$ cat config.mk
export PLATFORM = sky130hd
export DESIGN_NAME = fir_lowpass_39tap
export DESIGN_NICKNAME = d
export VERILOG_FILES = /design/src/rtl/fir_lp_pkg.sv /design/src/rtl/fir_lp_datapath.sv /design/src/rtl/fir_lp_ctrl.sv /design/src/rtl/fir_lowpass_39tap.sv
export SDC_FILE = /design/constraint.sdc
export NUM_CORES = 2
export LEC_CHECK = 0
export ABC_AREA = 1
export BUFFER_PORTS_ARGS = -buffer_cell sky130_fd_sc_hd__buf_2
export CAP_MARGIN = 20
export CORE_MARGIN = 2
export CORE_UTILIZATION = 63
export DETAILED_ROUTE_END_ITERATION = 12
export GPL_TIMING_DRIVEN = 0
export HOLD_SLACK_MARGIN = 0.08
export PLACE_DENSITY = 0.75
export RECOVER_POWER = 25
export SETUP_SLACK_MARGIN = 0.1
export SYNTH_ARGS = -nofsm -noshare
export SYNTH_HDL_FRONTEND = slang
export SYNTH_SLANG_ARGS = --single-unit
$ cat constraint.sdc
create_clock -name clk -period 28 [get_ports clk]
set_input_delay 0 -clock clk [delete_from_list [all_inputs] [get_ports clk]]
set_output_delay 0 -clock clk [all_outputs]
set_load 0.005 [all_outputs]
$ cat src/rtl/fir_lp_pkg.sv
package fir_lp_pkg;

  localparam int TAP_COUNT   = 39;
  localparam int SAMPLE_BITS = 16;
  localparam int ROM_TAPS    = 39;
  localparam int COEF_BITS   = 16;
  localparam int ACC_BITS    = 40;
  localparam int FRAC_BITS   = 15;

  localparam int TDATA_BITS   = ((SAMPLE_BITS + 7) / 8) * 8;
  localparam int IDX_BITS     = (TAP_COUNT > 1) ? $clog2(TAP_COUNT) : 1;
  localparam int ROM_IDX_BITS = $clog2(ROM_TAPS);
  localparam int WIDE_BITS    = (IDX_BITS > ROM_IDX_BITS) ? IDX_BITS : ROM_IDX_BITS;
  localparam int PROD_BITS    = SAMPLE_BITS + COEF_BITS;
  localparam int Q_BITS       = ACC_BITS - FRAC_BITS;

  typedef logic [IDX_BITS-1:0]          tap_idx_t;
  typedef logic signed [SAMPLE_BITS-1:0] sample_t;
  typedef logic signed [COEF_BITS-1:0]   coef_t;

  // Q1.15 low-pass taps, symmetric
  localparam coef_t COEF_ROM [0:ROM_TAPS-1] = '{
    -16'sd21, -16'sd14, -16'sd4, 16'sd12, 16'sd42, 16'sd91, 16'sd164, 16'sd264,
    16'sd394, 16'sd553, 16'sd738, 16'sd944, 16'sd1162, 16'sd1384, 16'sd1597,
    16'sd1791, 16'sd1955, 16'sd2080, 16'sd2158, 16'sd2185, 16'sd2158, 16'sd2080,
    16'sd1955, 16'sd1791, 16'sd1597, 16'sd1384, 16'sd1162, 16'sd944, 16'sd738,
    16'sd553, 16'sd394, 16'sd264, 16'sd164, 16'sd91, 16'sd42, 16'sd12, -16'sd4,
    -16'sd14, -16'sd21
  };

  // taps past the end of the table are zero
  function automatic coef_t coef_lookup(input tap_idx_t idx);
    logic [WIDE_BITS-1:0] wide_idx;
    wide_idx = WIDE_BITS'(idx);
    if (wide_idx < WIDE_BITS'(ROM_TAPS)) begin
      return COEF_ROM[wide_idx[ROM_IDX_BITS-1:0]];
    end
    return '0;
  endfunction

  typedef struct packed {
    logic     shift_in;
    logic     rotate;
    tap_idx_t tap_idx;
    logic     clear_acc;
    logic     emit;
  } fir_cmd_t;

  typedef struct packed {
    logic busy;
  } fir_stat_t;

endpackage

$ cat src/rtl/fir_lp_datapath.sv
module fir_lp_datapath (
  input  logic                            clk,
  input  logic                            rst,
  input  fir_lp_pkg::sample_t             sample_in,
  input  fir_lp_pkg::fir_cmd_t            cmd,
  output fir_lp_pkg::fir_stat_t           stat,
  output fir_lp_pkg::sample_t             sample_out
);
  import fir_lp_pkg::*;

  localparam logic signed [Q_BITS-1:0] SAT_HI =
    Q_BITS'((64'sd1 <<< (SAMPLE_BITS - 1)) - 64'sd1);
  localparam logic signed [Q_BITS-1:0] SAT_LO = ~SAT_HI;
  localparam logic signed [ACC_BITS-1:0] ROUND_HALF =
    ACC_BITS'(64'sd1 <<< (FRAC_BITS - 1));

  sample_t delay_line [0:TAP_COUNT-1];

  sample_t                      samp_r;
  coef_t                        coef_r;
  logic                         v1;
  logic signed [PROD_BITS-1:0]  prod;
  logic                         v2;
  logic signed [ACC_BITS-1:0]   acc;

  logic signed [ACC_BITS-1:0]   biased;
  logic signed [Q_BITS-1:0]     q;
  sample_t                      sat;

  // delay line: new sample enters at the head, rotation recirculates the tail
  always_ff @(posedge clk) begin
    if (rst) begin
      for (int i = 0; i < TAP_COUNT; i++) begin
        delay_line[i] <= '0;
      end
    end else if (cmd.shift_in || cmd.rotate) begin
      delay_line[0] <= cmd.shift_in ? sample_in : delay_line[TAP_COUNT-1];
      for (int i = 1; i < TAP_COUNT; i++) begin
        delay_line[i] <= delay_line[i-1];
      end
    end
  end

  // mac pipeline: operand fetch, multiply, accumulate
  always_ff @(posedge clk) begin
    if (rst) begin
      v1 <= 1'b0;
      v2 <= 1'b0;
    end else begin
      v1 <= cmd.rotate;
      v2 <= v1;
    end
  end

  always_ff @(posedge clk) begin
    if (cmd.rotate) begin
      samp_r <= delay_line[TAP_COUNT-1];
      coef_r <= coef_lookup(cmd.tap_idx);
    end
    if (v1) begin
      prod <= samp_r * coef_r;
    end
    if (cmd.clear_acc) begin
      acc <= '0;
    end else if (v2) begin
      acc <= acc + {{(ACC_BITS-PROD_BITS){prod[PROD_BITS-1]}}, prod};
    end
  end

  // round half up, then clamp
  always_comb begin
    biased = acc + ROUND_HALF;
    q      = biased[ACC_BITS-1:FRAC_BITS];
    if (q > SAT_HI) begin
      sat = sample_t'(SAT_HI);
    end else if (q < SAT_LO) begin
      sat = sample_t'(SAT_LO);
    end else begin
      sat = q[SAMPLE_BITS-1:0];
    end
  end

  always_ff @(posedge clk) begin
    if (cmd.emit) begin
      sample_out <= sat;
    end
  end

  assign stat.busy = v1 | v2;

endmodule

$ cat src/rtl/fir_lp_ctrl.sv
module fir_lp_ctrl (
  input  logic                  clk,
  input  logic                  rst,
  input  logic                  in_valid,
  output logic                  in_ready,
  output logic                  out_valid,
  input  logic                  out_ready,
  input  fir_lp_pkg::fir_stat_t stat,
  output fir_lp_pkg::fir_cmd_t  cmd
);
  import fir_lp_pkg::*;

  typedef enum logic [1:0] {
    S_IDLE,
    S_RUN,
    S_DRAIN,
    S_EMIT
  } state_t;

  state_t   state;
  tap_idx_t tap_idx;
  logic     out_free;

  assign in_ready = (state == S_IDLE);
  assign out_free = !out_valid || out_ready;

  always_comb begin
    cmd           = '0;
    cmd.tap_idx   = tap_idx;
    cmd.shift_in  = (state == S_IDLE) && in_valid;
    cmd.clear_acc = (state == S_IDLE) && in_valid;
    cmd.rotate    = (state == S_RUN);
    cmd.emit      = (state == S_EMIT) && out_free;
  end

  always_ff @(posedge clk) begin
    if (rst) begin
      state     <= S_IDLE;
      tap_idx   <= '0;
      out_valid <= 1'b0;
    end else begin
      if (cmd.emit) begin
        out_valid <= 1'b1;
      end else if (out_ready) begin
        out_valid <= 1'b0;
      end
      case (state)
        S_IDLE: begin
          if (in_valid) begin
            tap_idx <= tap_idx_t'(TAP_COUNT - 1);
            state   <= S_RUN;
          end
        end
        S_RUN: begin
          if (tap_idx == '0) begin
            state <= S_DRAIN;
          end else begin
            tap_idx <= tap_idx - 1'b1;
          end
        end
        S_DRAIN: begin
          if (!stat.busy) begin
            state <= S_EMIT;
          end
        end
        S_EMIT: begin
          if (out_free) begin
            state <= S_IDLE;
          end
        end
        default: begin
          state <= S_IDLE;
        end
      endcase
    end
  end

endmodule

$ cat src/rtl/fir_lowpass_39tap.sv
// 39-tap symmetric low-pass fir for 48 kHz audio, one shared multiply-accumulate
//
// input stream (s_axis_*): one signed sample per word, accepted when tvalid and
// tready are high together. tready is high only while the filter is idle.
// output stream (m_axis_*): one filtered sample per input sample, rounded half
// up from q.15 and clamped to the signed sample range.
//
// each word goes from acceptance to tvalid on the output in these steps: the
// sample enters the delay line at the accepting edge, then the delay line
// rotates past the single multiplier one tap at a time, the multiply and
// accumulate stages drain, the controller sees the pipeline empty, and round
// and saturate write the result into the output register.
// the tap loop through the one multiplier sets the rate: a new word is taken
// only once the last one's result is registered, and later if the receiver
// stalls, since tready comes back as the result enters the output register.
//
// the output word sits in a register; a new input word is accepted while it
// waits. if the receiver stalls, the next result holds inside until the
// register is free, and no further input is taken meanwhile.
// reset (rst, synchronous) clears the delay line to zero and empties the output.
module fir_lowpass_39tap (
  input  logic                                clk,
  input  logic                                rst,
  input  logic                                s_axis_tvalid,
  output logic                                s_axis_tready,
  input  logic [fir_lp_pkg::TDATA_BITS-1:0]   s_axis_tdata,   // sample_in
  output logic                                m_axis_tvalid,
  input  logic                                m_axis_tready,
  output logic [fir_lp_pkg::TDATA_BITS-1:0]   m_axis_tdata    // sample_out
);
  import fir_lp_pkg::*;

  fir_cmd_t  cmd;
  fir_stat_t stat;
  sample_t   sample_in;
  sample_t   sample_out;

  // bits above the sample width are ignored
  assign sample_in = s_axis_tdata[SAMPLE_BITS-1:0];

  fir_lp_ctrl u_ctrl (
    .clk       (clk),
    .rst       (rst),
    .in_valid  (s_axis_tvalid),
    .in_ready  (s_axis_tready),
    .out_valid (m_axis_tvalid),
    .out_ready (m_axis_tready),
    .stat      (stat),
    .cmd       (cmd)
  );

  fir_lp_datapath u_datapath (
    .clk        (clk),
    .rst        (rst),
    .sample_in  (sample_in),
    .cmd        (cmd),
    .stat       (stat),
    .sample_out (sample_out)
  );

  // zero fill up to whole bytes
  assign m_axis_tdata = TDATA_BITS'($unsigned(sample_out));

endmodule
==> reports/qor.yml <==
run_status:
  status: "finished with violations"
  violations: "max-capacitance violations, max-slew violations"
worst_setup_path:
  timing.rr.end: "u_datapath.prod[31]"
  end_kind: "register"
  path_cells: "clkbuf_1 -> clkbuf_1 -> nand2_1 -> fa_1 -> inv_1 -> fa_1 -> fa_1 -> fa_1 -> fa_1 -> inv_1 -> fa_1 -> inv_1 -> ha_1 -> a21oi_1 -> o21ai_0 -> nor2_1 -> nand3_1 -> a21oi_1 -> xnor2_1"
  cp_max_fo: 10
  crit_type: "reg -> reg"
  crit_top_cell: "fa_1"
  critPathLaunchType: "register"
  r2r_slack_ps: 20740
  worstRegToRegCells: 19
  slowest_delay_ps: 940
  worstPathRequired_ps: 28350
  crit_end: "u_datapath.prod[31]"
  crit_arrival_ps: 7610
  timing.rr.start: "u_datapath.coef_r[5]"
  critPathLaunch: "u_datapath.coef_r[5]"
  crit_slowest_cell: "fa_1"
clock_network:
  clock_path_buffers: 3
  clk_latency_ps: 670
  cts_resized: 0
  clk_pin_slew_worst_paths_ps: 60
  cts_tree: "done"
  cts_buffers: 76
  cts-root-buf: "clkbuf_16"
  cts_sinks: 752
  htreeDepth: 3
finish:
  final_nets: 5011
  n_fill_cell: 5089
  final_cell_mix: "inv_1, nor2_1, edfxtp_1, nand2_1, fa_1"
  final_util_pct: 69.8
  final_common_cell: "inv_1"
  syn_to_final_growth_pct: 9.94
  drive_gt1_share_pct: 4.10
  diodes: 0
detailed_routing:
  antenna_left: 0
  avgViaCountPerCell: 5.12
  detail_route.wl_per_cell_um: 16.5
  routed-via-count: 28300
  drtPass1Iterations: 7
  drt-total-wl_um: 91200
  drc_errors: 0
  drt-initial-drc-count: 2149
global_route:
  grt_pass1_wl_um: 146000
  grt_max_degree: 66
  grt.total_usage_pct: 26.8
  gr-total-overflow: 0
  antenna_found_initial: 1
  first_global_vias: 28200
die:
  pin_count: 38
  rows: 95
  fp.dieH_um: 264
  core_um2: 67000
  fp.dieArea_um2: 69600
  die_w_um: 264
  start_util_pct: 63.5
yosys:
  ys_types: 48
  synthArstFlopShare_pct: 0
  seq_area_frac_synth_pct: 51.9
  synth_seq_cells: 752
  ys.flop_type: "edfxtp_1"
  syn-num-nets: 4865
  synth-edff-count: 701
  avgSynthCellArea_um2: 9.56
  ys_warn_count: 0
  syn_area_um2: 42600
  synth_cells: 4450
timing:
  timing_hold_violations_final: 0
  finalSetupTns_ps: 0
  worstMarginPinSlew_ps: 1760
  fin_crit_ps: 7260
  setup_viol: 0
  fmax_mhz: 138
  relSlewSlack_pct: -17.0
  skew_ps: 49.7
  rsz0062_at_grt: "false"
  min_period_over_period_pct: 25.9
  drv_slew: 17
worst_hold_path:
  hold_class: "in -> reg"
placement:
  hpwl_um: 68600
  routabilityCongestion: 0.984
  numPortBuffers: 36
flow_run:
  maxCapViolations: 1
==> what timing repair did <==
action | in CTS | in global routing
endpoints found under the hold margin | 23 | 0
hold buffers | 19 | 0
endpoints found under the setup margin | 0 | 0
buffers inserted | 0 | 0
==> synth_stat cells (all sizes together), types with 4 or more instances <==
cell type	n	area share, %
ha	138	4.1
a21oi	132	1.6
fa	257	12
inv	1211	11
xnor2	21	0.43
a31oi	5	0.074
nand4	17	0.25
nand3	84	1.0
buf	28	0.35
nor2	819	7.3
o211ai	6	0.11
o21ai	99	1.2
o31ai	4	0.071
o21a	7	0.12
nor3	14	0.18
o2111ai	4	0.082
nor4	4	0.059
edfxtp	701	49
dfxtp	51	2.4
a21o	7	0.12
xor2	51	1.0
nand2	638	5.7
o21bai	11	0.19
or2	5	0.074
clkbuf	113	1.0
==> logic make-up after synthesis <==
kind of cell	after synthesis	share of synthesized area, %
flops	752	51.9
fa+ha+maj	395	16.1
buf+inv	1353	12.0
xor+xnor	72	1.48
simple gates	1587	14.7
compound gates	291	3.80
==> worst max-delay path, delay by kind of cell, from the launching register on <==
kind | cells | cell delay, ps
DFF | 1 | 330
adders and majority gates | 7 | 4010
and+or+nand+nor | 3 | 620
xor gates and xnor gates | 1 | 130
buffers and inverters | 5 | 1160
AOI/OAI and AO/OA | 3 | 730
==> registers in the layout, summed over array words and instances, names as in the netlist <==
signal                 count
u_datapath.v1              1
u_datapath.delay_line    624
u_datapath.coef_r         13
u_ctrl.out_valid           1
u_datapath.prod           32
u_datapath.acc            40
u_datapath.samp_r         16
u_ctrl.tap_idx             6
u_datapath.sample_out     16
u_ctrl.state               2
u_datapath.v2              1
==> per-layer routing <==
layer | up-vias | global-route usage (%) | routed length, um
met5 | - | 0 | 9
met4 | 2 | 8.61 | 2510
met3 | 158 | 3.72 | 5650
met2 | 797 | 44.7 | 44500
met1 | 13600 | 36.8 | 38600
li1 | 13700 | - | -
==> worst min-delay path by stage <==
stage	cells past startpoint	slack [ps]	startpoint	end
2_1_floorplan	3	190	m_axis_tready	u_ctrl.out_valid
3_3_place_gp	3	340	s_axis_tdata[10]	u_datapath.delay_line[0][10]
3_5_place_dp	3	360	s_axis_tdata[5]	u_datapath.delay_line[0][5]
4_1_cts	4	230	s_axis_tdata[5]	u_datapath.delay_line[0][5]
5_1_grt	4	270	s_axis_tdata[4]	u_datapath.delay_line[0][4]
6_report	4	250	s_axis_tdata[4]	u_datapath.delay_line[0][4]
==> final cells by class <==
type / instances / area, um2 / share of cell area, %
Sequential cell: 752 / 22100 / 47.2
Multi-Input combinational cell: 2345 / 15400 / 32.8
Inverter: 1212 / 4550 / 9.72
Clock buffer: 90 / 1950 / 4.18
Tap cell: 873 / 1090 / 2.33
Timing Repair Buffer: 68 / 642 / 1.37
Buffer: 141 / 564 / 1.21
Clock inverter: 48 / 557 / 1.19
==> metrics by stage <==
step | setup WS, ps | hold WS [ps] | instances | instance area [um2]
global route | 20370 | 272 | 5529 | 46800
CTS | 20790 | 231 | 5529 | 46900
floorplan | 7160 | 195 | 4450 | 42600
finish | 20740 | 252 | 5529 | 46800
global placement | -1330 | 338 | 5359 | 43800
detailed placement | 20800 | 359 | 5372 | 44200
Power is left out: the tool's default activity adds up to more than one toggle a clock period on the data nets, which glitch-free logic cannot reach.
